===== src/sv/sliding_window_median_filter_unit_defines.svh =====
// assertion helpers shared by the median filter rtl
`ifndef SLIDING_WINDOW_MEDIAN_FILTER_UNIT_DEFINES_SVH
`define SLIDING_WINDOW_MEDIAN_FILTER_UNIT_DEFINES_SVH

// same-cycle implication, checked outside reset
`define SWMF_ASSERT_NOW(lbl, ante, cons, msg) \
    lbl: assert property (@(posedge i_clk) disable iff (!i_rst_n) (ante) |-> (cons)) \
        else $error(msg);

// next-cycle implication, checked outside reset
`define SWMF_ASSERT_NEXT(lbl, ante, cons, msg) \
    lbl: assert property (@(posedge i_clk) disable iff (!i_rst_n) (ante) |=> (cons)) \
        else $error(msg);

`endif


===== src/sv/swmf_pkg.sv =====
package swmf_pkg;

    // payload widths
    localparam int VALUE_W = 32;
    localparam int TS_W    = 32;

    // configuration register map
    localparam int WSIZE_W = 5;
    localparam logic REG_WINDOW_SIZE = 1'b0;
    localparam logic [WSIZE_W-1:0] WINDOW_SIZE_RESET = 5'd5;

    // apb data and address widths
    localparam int APB_DATA_W = 32;
    localparam int APB_ADDR_W = 3;

endpackage


===== src/sv/swmf_ram.sv =====
module swmf_ram #(
    parameter int WIDTH = 32,
    parameter int DEPTH = 16
) (
    input  logic                                   i_clk,
    input  logic                                   i_we,
    input  logic [((DEPTH > 1) ? $clog2(DEPTH) : 1)-1:0] i_waddr,
    input  logic [WIDTH-1:0]                       i_wdata,
    input  logic [((DEPTH > 1) ? $clog2(DEPTH) : 1)-1:0] i_raddr,
    output logic [WIDTH-1:0]                       o_rdata
);

    logic [WIDTH-1:0] r_mem [DEPTH];
    logic [WIDTH-1:0] r_rdata;

    // single write port, registered read port
    always_ff @(posedge i_clk) begin
        if (i_we) begin
            r_mem[i_waddr] <= i_wdata;
        end
        r_rdata <= r_mem[i_raddr];
    end

    assign o_rdata = r_rdata;

endmodule


===== src/sv/sliding_window_median_filter_unit.sv =====
// Sliding-window median filter. Each input transfer writes one timestamped Q16.16 sample
// into a ring of MAX_WINDOW entries; once the current sequence holds at least k samples
// (k = window_size, 0 read as 1, above MAX_WINDOW read as MAX_WINDOW) one result transfer
// follows, carrying the rank k/2+1 value of the last k samples and the timestamp of the
// sample at position k/2 counted from the oldest. The first k-1 samples of a sequence, and
// every sample after first_of_sequence until k are held again, give no result. The input
// is stalled while an item is being worked on: an item that gives a result is worked on by
// a single signed comparator that walks the value memory one entry per cycle for each
// candidate; an item that gives none goes back to idle after the start check. A finished
// result waits in the output register while the next sample is already taken. window_size
// sits at APB byte address 0; the user must write it only while idle, not checked by the block.
`include "sliding_window_median_filter_unit_defines.svh"

module sliding_window_median_filter_unit
    import swmf_pkg::*;
#(
    parameter int MAX_WINDOW = 16
) (
    input  logic                      i_clk,
    input  logic                      i_rst_n,
    // sample channel
    input  logic                      i_in_valid,
    output logic                      o_in_stall,
    input  logic [TS_W-1:0]           i_sample_timestamp,
    input  logic signed [VALUE_W-1:0] i_sample_value,
    input  logic                      i_first_of_sequence,
    // result channel
    output logic                      o_out_valid,
    input  logic                      i_out_stall,
    output logic [TS_W-1:0]           o_median_timestamp,
    output logic signed [VALUE_W-1:0] o_median_value,
    // configuration port
    input  logic                      psel,
    input  logic                      penable,
    input  logic                      pwrite,
    input  logic [APB_ADDR_W-1:0]     paddr,
    input  logic [APB_DATA_W-1:0]     pwdata,
    output logic [APB_DATA_W-1:0]     prdata,
    output logic                      pready
);

    localparam int AW = (MAX_WINDOW > 1) ? $clog2(MAX_WINDOW) : 1;
    localparam int CW = $clog2(MAX_WINDOW + 1);
    localparam int SW = CW + 1;
    localparam int XW = (CW > WSIZE_W) ? CW : WSIZE_W;

    typedef enum logic [2:0] {
        S_IDLE,
        S_START,
        S_KEYR,
        S_KEY,
        S_CMP,
        S_EVAL,
        S_DONE
    } t_state;

    t_state               r_state, n_state;
    logic [WSIZE_W-1:0]   r_window_size, n_window_size;
    logic [CW-1:0]        r_fill, n_fill;
    logic [AW-1:0]        r_wslot, n_wslot;
    logic [AW-1:0]        r_base, n_base;
    logic [AW-1:0]        r_ai, n_ai;
    logic [AW-1:0]        r_aj, n_aj;
    logic [AW-1:0]        r_taddr, n_taddr;
    logic [CW-1:0]        r_i, n_i;
    logic [CW-1:0]        r_j, n_j;
    logic [CW-1:0]        r_less, n_less;
    logic [CW-1:0]        r_leq, n_leq;
    logic [VALUE_W-1:0]   r_ki, n_ki;
    logic                 r_out_valid, n_out_valid;
    logic [TS_W-1:0]      r_out_ts, n_out_ts;
    logic [VALUE_W-1:0]   r_out_val, n_out_val;

    logic                 w_in_acc;
    logic                 w_cfg_wr;
    logic [XW-1:0]        w_ws_x;
    logic [CW-1:0]        w_k;
    logic [CW-1:0]        w_target;
    logic [SW-1:0]        w_base_sum;
    logic [AW-1:0]        w_base;
    logic [SW-1:0]        w_taddr_sum;
    logic [AW-1:0]        w_taddr;
    logic [AW-1:0]        w_raddr;
    logic [VALUE_W-1:0]   w_vrdata;
    logic [TS_W-1:0]      w_trdata;
    logic                 w_lt;
    logic                 w_eq;
    logic                 w_found;

    // ring index step with wrap
    function automatic logic [AW-1:0] ring_inc(input logic [AW-1:0] a);
        logic [AW-1:0] res;
        if (a == AW'(MAX_WINDOW - 1)) begin
            res = '0;
        end else begin
            res = a + AW'(1);
        end
        return res;
    endfunction

    assign w_in_acc = i_in_valid && !o_in_stall;
    assign w_cfg_wr = psel && penable && pwrite && pready;

    // effective window length
    always_comb begin
        w_ws_x = XW'(r_window_size);
        if (w_ws_x == '0) begin
            w_k = CW'(1);
        end else if (w_ws_x > XW'(MAX_WINDOW)) begin
            w_k = CW'(MAX_WINDOW);
        end else begin
            w_k = CW'(w_ws_x);
        end
    end

    assign w_target = w_k >> 1;

    // oldest slot of the window and slot of its middle sample
    assign w_base_sum  = SW'(r_wslot) + SW'(MAX_WINDOW) - SW'(w_k);
    assign w_base      = (w_base_sum >= SW'(MAX_WINDOW)) ?
                         AW'(w_base_sum - SW'(MAX_WINDOW)) : AW'(w_base_sum);
    assign w_taddr_sum = SW'(w_base) + SW'(w_target);
    assign w_taddr     = (w_taddr_sum >= SW'(MAX_WINDOW)) ?
                         AW'(w_taddr_sum - SW'(MAX_WINDOW)) : AW'(w_taddr_sum);

    // value memory read address: candidate in the key fetch, sweep otherwise
    assign w_raddr = (r_state == S_KEYR) ? r_ai : r_aj;

    // shared signed comparator
    assign w_lt = $signed(w_vrdata) < $signed(r_ki);
    assign w_eq = w_vrdata == r_ki;

    assign w_found = (r_less <= w_target) && (w_target < r_leq);

    swmf_ram #(
        .WIDTH (VALUE_W),
        .DEPTH (MAX_WINDOW)
    ) u_value_ram (
        .i_clk   (i_clk),
        .i_we    (w_in_acc),
        .i_waddr (r_wslot),
        .i_wdata (i_sample_value),
        .i_raddr (w_raddr),
        .o_rdata (w_vrdata)
    );

    swmf_ram #(
        .WIDTH (TS_W),
        .DEPTH (MAX_WINDOW)
    ) u_time_ram (
        .i_clk   (i_clk),
        .i_we    (w_in_acc),
        .i_waddr (r_wslot),
        .i_wdata (i_sample_timestamp),
        .i_raddr (r_taddr),
        .o_rdata (w_trdata)
    );

    // sequencer next state
    always_comb begin
        n_state       = r_state;
        n_window_size = r_window_size;
        n_fill        = r_fill;
        n_wslot       = r_wslot;
        n_base        = r_base;
        n_ai          = r_ai;
        n_aj          = r_aj;
        n_taddr       = r_taddr;
        n_i           = r_i;
        n_j           = r_j;
        n_less        = r_less;
        n_leq         = r_leq;
        n_ki          = r_ki;
        n_out_valid   = r_out_valid && i_out_stall;
        n_out_ts      = r_out_ts;
        n_out_val     = r_out_val;

        // configuration write
        if (w_cfg_wr && (paddr[2] == REG_WINDOW_SIZE)) begin
            n_window_size = pwdata[WSIZE_W-1:0];
        end

        case (r_state)
            S_IDLE: begin
                if (w_in_acc) begin
                    n_wslot = ring_inc(r_wslot);
                    if (i_first_of_sequence) begin
                        n_fill = CW'(1);
                    end else if (r_fill < CW'(MAX_WINDOW)) begin
                        n_fill = r_fill + CW'(1);
                    end
                    n_state = S_START;
                end
            end
            S_START: begin
                if (r_fill < w_k) begin
                    n_state = S_IDLE;
                end else begin
                    n_base  = w_base;
                    n_ai    = w_base;
                    n_taddr = w_taddr;
                    n_i     = '0;
                    n_state = S_KEYR;
                end
            end
            S_KEYR: begin
                n_aj    = r_base;
                n_state = S_KEY;
            end
            S_KEY: begin
                n_ki    = w_vrdata;
                n_aj    = ring_inc(r_aj);
                n_j     = CW'(1);
                n_less  = '0;
                n_leq   = '0;
                n_state = S_CMP;
            end
            S_CMP: begin
                // count entries below and not above the candidate
                if (w_lt) begin
                    n_less = r_less + CW'(1);
                end
                if (w_lt || w_eq) begin
                    n_leq = r_leq + CW'(1);
                end
                if (r_j == w_k) begin
                    n_state = S_EVAL;
                end else begin
                    n_aj = ring_inc(r_aj);
                    n_j  = r_j + CW'(1);
                end
            end
            S_EVAL: begin
                if (w_found || (r_i == w_k - CW'(1))) begin
                    n_state = S_DONE;
                end else begin
                    n_i     = r_i + CW'(1);
                    n_ai    = ring_inc(r_ai);
                    n_state = S_KEYR;
                end
            end
            S_DONE: begin
                // hand over once the output register is free
                if (!r_out_valid || !i_out_stall) begin
                    n_out_valid = 1'b1;
                    n_out_ts    = w_trdata;
                    n_out_val   = r_ki;
                    n_state     = S_IDLE;
                end
            end
            default: begin
                n_state = S_IDLE;
            end
        endcase
    end

    // state and registered outputs
    always_ff @(posedge i_clk) begin
        if (!i_rst_n) begin
            r_state       <= S_IDLE;
            r_window_size <= WINDOW_SIZE_RESET;
            r_fill        <= '0;
            r_wslot       <= '0;
            r_out_valid   <= 1'b0;
        end else begin
            r_state       <= n_state;
            r_window_size <= n_window_size;
            r_fill        <= n_fill;
            r_wslot       <= n_wslot;
            r_out_valid   <= n_out_valid;
        end
        r_base    <= n_base;
        r_ai      <= n_ai;
        r_aj      <= n_aj;
        r_taddr   <= n_taddr;
        r_i       <= n_i;
        r_j       <= n_j;
        r_less    <= n_less;
        r_leq     <= n_leq;
        r_ki      <= n_ki;
        r_out_ts  <= n_out_ts;
        r_out_val <= n_out_val;
    end

    // port drive
    assign o_in_stall         = (r_state != S_IDLE);
    assign o_out_valid        = r_out_valid;
    assign o_median_timestamp = r_out_ts;
    assign o_median_value     = $signed(r_out_val);
    assign pready             = 1'b1;
    assign prdata             = (paddr[2] == REG_WINDOW_SIZE) ?
                                APB_DATA_W'(r_window_size) : '0;

    // checks on the sequencer
    `SWMF_ASSERT_NEXT(a_accept_starts, w_in_acc, r_state == S_START, "accepted transfer did not start work")
    `SWMF_ASSERT_NOW(a_sweep_in_range, r_state == S_CMP, (r_j != '0) && (r_j <= w_k), "compare sweep index out of range")
    `SWMF_ASSERT_NOW(a_count_order, r_state == S_EVAL, r_leq > r_less, "candidate not counted against itself")
    `SWMF_ASSERT_NEXT(a_result_loaded, (r_state == S_DONE) && (!r_out_valid || !i_out_stall), o_out_valid, "finished result not presented")

endmodule


===== config.mk =====
export PLATFORM = sky130hd
export DESIGN_NAME = sliding_window_median_filter_unit
export DESIGN_NICKNAME = d
export VERILOG_FILES = /design/src/sv/swmf_pkg.sv /design/src/sv/swmf_ram.sv /design/src/sv/sliding_window_median_filter_unit.sv
export VERILOG_INCLUDE_DIRS = /design/src /design/src/sv
export SDC_FILE = /design/constraint.sdc
export NUM_CORES = 1
export LEC_CHECK = 0
export BUFFER_PORTS_ARGS = -buffer_cell sky130_fd_sc_hd__buf_4
export CORE_UTILIZATION = 55
export DETAILED_ROUTE_END_ITERATION = 16
export PLACE_DENSITY = 0.75
export SLEW_MARGIN = 20
export SYNTH_ARGS = -nofsm -noshare
export SYNTH_HDL_FRONTEND = slang
export SYNTH_HIERARCHICAL = 1
export SYNTH_SLANG_ARGS = --single-unit

===== constraint.sdc =====
create_clock -name i_clk -period 4.7 [get_ports i_clk]
set_input_delay 1.41 -clock i_clk [delete_from_list [all_inputs] [get_ports i_clk]]
set_output_delay 1.41 -clock i_clk [all_outputs]
set_load 0.01 [all_outputs]

==> results summary <==
The run finished with clean final reports. The area enclosed by the die boundary came out at 86300 um^2. In the synthesized netlist the dominant register cell turns out to be edfxtp_1. The critical path launch point type is a flip-flop. Adding up every negative setup slack in the final design gives 0 ps.

The amount of wire on met3 after detailed routing is 7.81 mm. At the pin with the least slew margin, the transition time is ~1100 ps. The die is between 200 and 300 um tall. Derived from the worst setup path, the maximum achievable clock frequency is around 0.3 GHz.

The capturing element of the worst setup path is r_taddr[3]$_DFFE_PN_. The total of warnings raised by yosys is 6. Across every metal layer, demand over resource in global routing totals 23.2%. The number of cells in the design after placement came out at approximately 3.5k. The initial cell density of the core is a little under three fifths.

The slack of the worst reg-to-reg path came out at approximately 1400 ps. The worst reg2reg path depth came out at 14. Before antenna repair, the detailed router went through 5 iterations. Prior to clock tree synthesis, the placed netlist has a worst setup slack of 936 ps. STA classifies the critical path endpoint as a flip-flop. The buffer levels on the longest clock path is 3. The synthesized netlist occupies a cell area of roughly 47000 um^2. The number of pins exceeding their max-slew limit in the final report came to 0.

The number of nets in the final layout is 2635. The worst path needs between 3000 and 4000 ps of the cycle, external delays included. The overall routed net length came out at a little under 100 mm. Sorting the synthesized cells by area gives the leading types as edfxtp_1, mux4_2, dfxtp_1. The boundary pin count is 206.

In this run, post-CTS hold repair placed 0 buffers. Setup repair after global routing left no endpoint under its margin. After legalization and detailed placement, the total HPWL measured about 54 mm. In this run the critical register-to-register path is launched from r_window_size[4]$_SDFFE_PN0P_. The sequential element share of the synthesized area is between 70% and 80%. Setup violations remaining at the end of the flow were counted as 0. Buffers inserted during clock tree synthesis total 118. The number of max-cap violations is 0. The distinct cell type count after synthesis came out at 61. Dividing total power by cell area gives a power density of around 420 nW/um^2. The routability congestion estimate came out at ~0.8.

The root buffer selected by CTS is clkbuf_16. The synthesized area divided by synthesized cell count came out at between 20 and 25 um^2. The worst setup margin came out at between 1000 and 1500 ps. The hold-critical path depth came out at 0.

The via density per instance is slightly above 6. Summed over all nets, wire length on met2 after detailed routing comes to around 52 mm. The tightest slew margin relative to the limit came out at about a quarter. The maximum number of pins on one net before global-route repair is 129. The fraction of synthesis flops using an asynchronous set or reset pin is 0%.

In this run the top signal layer used is met5. The routed wirelength normalized by instance count came out at roughly 27 um. The routed layout has ~22k vias. The number of cells in the finished layout apart from fillers came out at around 3.7k. Measured along the x axis, the die boundary spans between 200 and 300 um. The clock latency at the later pin of the worst-skew pair is a little over 700 ps. The level count of the clock H-tree is 3. The top-area cell type share of the netlist area came out at about three quarters. The first global-routing pass estimated ~150 mm of wire. The hold violation total from the final report is 0. The biggest fanout along the worst timing path is 10. Tracing the worst setup path back leads to its startpoint at r_window_size[4]$_SDFFE_PN0P_.

In this run the core area contains 106 standard-cell rows. Of the available clock period, the critical path in the final layout requires a little over two thirds. Counting the fill cells in the layout gives between 5k and 6k. The critical path in this run is classified as flip-flop to flip-flop.

The tightest min-delay check is of the flip-flop to flip-flop type. The number of clock sinks seen by CTS is roughly 1.2k. The number of port buffers came out at 148. The data arrival time of the critical path came out at ~3800 ps.

The TritonCTS clock tree is yes. The data required time of the worst path came out at slightly above 5000 ps. In this run the static leakage power is 17.8 nW.

After synthesis, the most frequently instantiated cells are edfxtp_1, mux4_2, a22oi_1. The detail route stage leaves a number of antenna-violating nets equal to 0. The synthesized design spends more area on one cell type than any other, namely edfxtp_1.

The worst register-to-register path ends at r_taddr[3]$_DFFE_PN_. The post-route clock skew is ~55 ps. Synthesis inferred between 1k and 1.5k register bits. The initial antenna violation count came to 9.

The proportion of layout cells with a drive suffix above 1 is between 20% and 30%. The number of global-route vias before repair came out at about 24k. edfxtp_1 is the most common cell in the netlist.

The post-detailed-route DRC marker count is 0. The detailed router put a total of 36.3 mm of wire on met1. Once the clock tree was built, the setup fixing pass inserted 0 buffers. The area growth from synthesis to layout is 15.1%. Clock-pin slew was measured on the worst setup and hold paths at 60 ps.

The number of standard cells after synthesis is 2238. The first-iteration detailed-routing DRC count is between 1.5k and 2k. The quantity of gates resized following cts came out at 0. The total global routing overflow came out at 0. The worst-case IR drop observed on VDD is approximately 350 uV. The core outline area came out at ~84000 um^2. The number of enable-type register cells in the synthesized netlist came out at 1156.
==> layout by cell type, fill, tap and decap left out, types with 12 or more instances in the layout <==
cell,instances
a21oi_1,30
a22oi_1,129
buf_12,12
buf_4,199
bufinv_16,19
clkbuf_1,28
clkbuf_16,118
clkbuf_8,15
clkinv_2,17
conb_1,28
dfxtp_1,82
edfxtp_1,1156
ha_1,55
inv_1,48
mux4_2,256
nand2_1,92
nand3_1,12
nor2_1,36
nor2_4,25
o21ai_0,19
xnor2_1,15
xor2_1,16
==> worst max-delay path, stage by stage, from the launching register on <==
cell	delay, ps
dfxtp_1	580
inv_2	210
o21ai_1	400
inv_1	130
ha_1	210
inv_1	80
fa_1	200
xnor2_1	90
xnor2_1	330
ha_1	330
o21ai_0	90
nor2_1	60
nor3_1	130
nor2_1	80
xor2_1	140
==> flip-flops by register name, summed over array words and instances, names as in the netlist <==
name	count
r_j	5
o_out_valid	1
o_median_timestamp	32
r_ai	4
r_taddr	4
r_aj	4
r_less	5
r_ki	32
u_time_ram/o_rdata	32
u_value_ram/r_mem	512
r_window_size	5
r_i	5
u_value_ram/o_rdata	32
u_time_ram/r_mem	512
r_leq	5
r_base	4
r_wslot	4
r_fill	5
r_state	3
o_median_value	32
==> cells by family after synthesis <==
kind of cell    count (synthesis)  share of synthesized area, %
mux                           267                          12.6
buf+inv                       174                          1.83
compound gates                220                          3.25
flops                        1238                          77.7
other cells                     2                        0.0160
fa+ha+maj                      57                          1.53
simple gates                  248                          2.50
xor+xnor                       32                         0.615
==> layout make-up <==
type	instances	area (um^2)	share of cell area, %
diodes	2	5.00	0.00929
clock buffers	161	3260	6.06
clock inverters	60	917	1.70
multi-input cells	852	9970	18.5
flip-flops and latches	1238	36400	67.5
repair buffers	211	1730	3.22
inverters	51	191	0.355
well taps	1134	1420	2.63
==> worst min path at each step <==
stage,start,endpoint,slack [ps]
after floorplan,u_time_ram/o_rdata[0]$_DFF_P_,o_median_timestamp[0]$_DFFE_PP_,390
after global placement,u_time_ram/o_rdata[13]$_DFF_P_,o_median_timestamp[13]$_DFFE_PP_,390
final,u_time_ram/o_rdata[10]$_DFF_P_,o_median_timestamp[10]$_DFFE_PP_,400
after CTS,u_time_ram/o_rdata[10]$_DFF_P_,o_median_timestamp[10]$_DFFE_PP_,400
after detailed placement,u_time_ram/o_rdata[31]$_DFF_P_,o_median_timestamp[31]$_DFFE_PP_,390
after global routing,u_time_ram/o_rdata[10]$_DFF_P_,o_median_timestamp[10]$_DFFE_PP_,400
==> stage by stage <==
stage | area, um^2 | power [W] | hold WS (ps) | utilization, %
final | 53900 | 0.0226 | 398 | 64.1
after global routing | 53900 | 0.0232 | 403 | 64.1
after CTS | 53800 | 0.0227 | 400 | 64.1
after detailed placement | 49700 | 0.0129 | 389 | 59.2
after global placement | 49700 | 0.0128 | 388 | 59.2
after floorplan | 46900 | 0.0126 | 386 | -
==> layer usage <==
layer  vias to the layer above  global-route usage [%]
met2                       946                    40.9
li1                       9602                       -
met5                         -                       0
met3                       180                    4.83
met4                        12                    7.83
met1                     11700                    28.6
==> power by group <==
group	total [W]	internal [W]	leakage, nW	switching (W)
clock	0.00996	0.00593	2.02	0.00403
combinational	0.000441	0.000151	4.68	0.000290
sequential	0.0122	0.0121	11.1	0.0000483
Power figures use the tool's default switching activity.
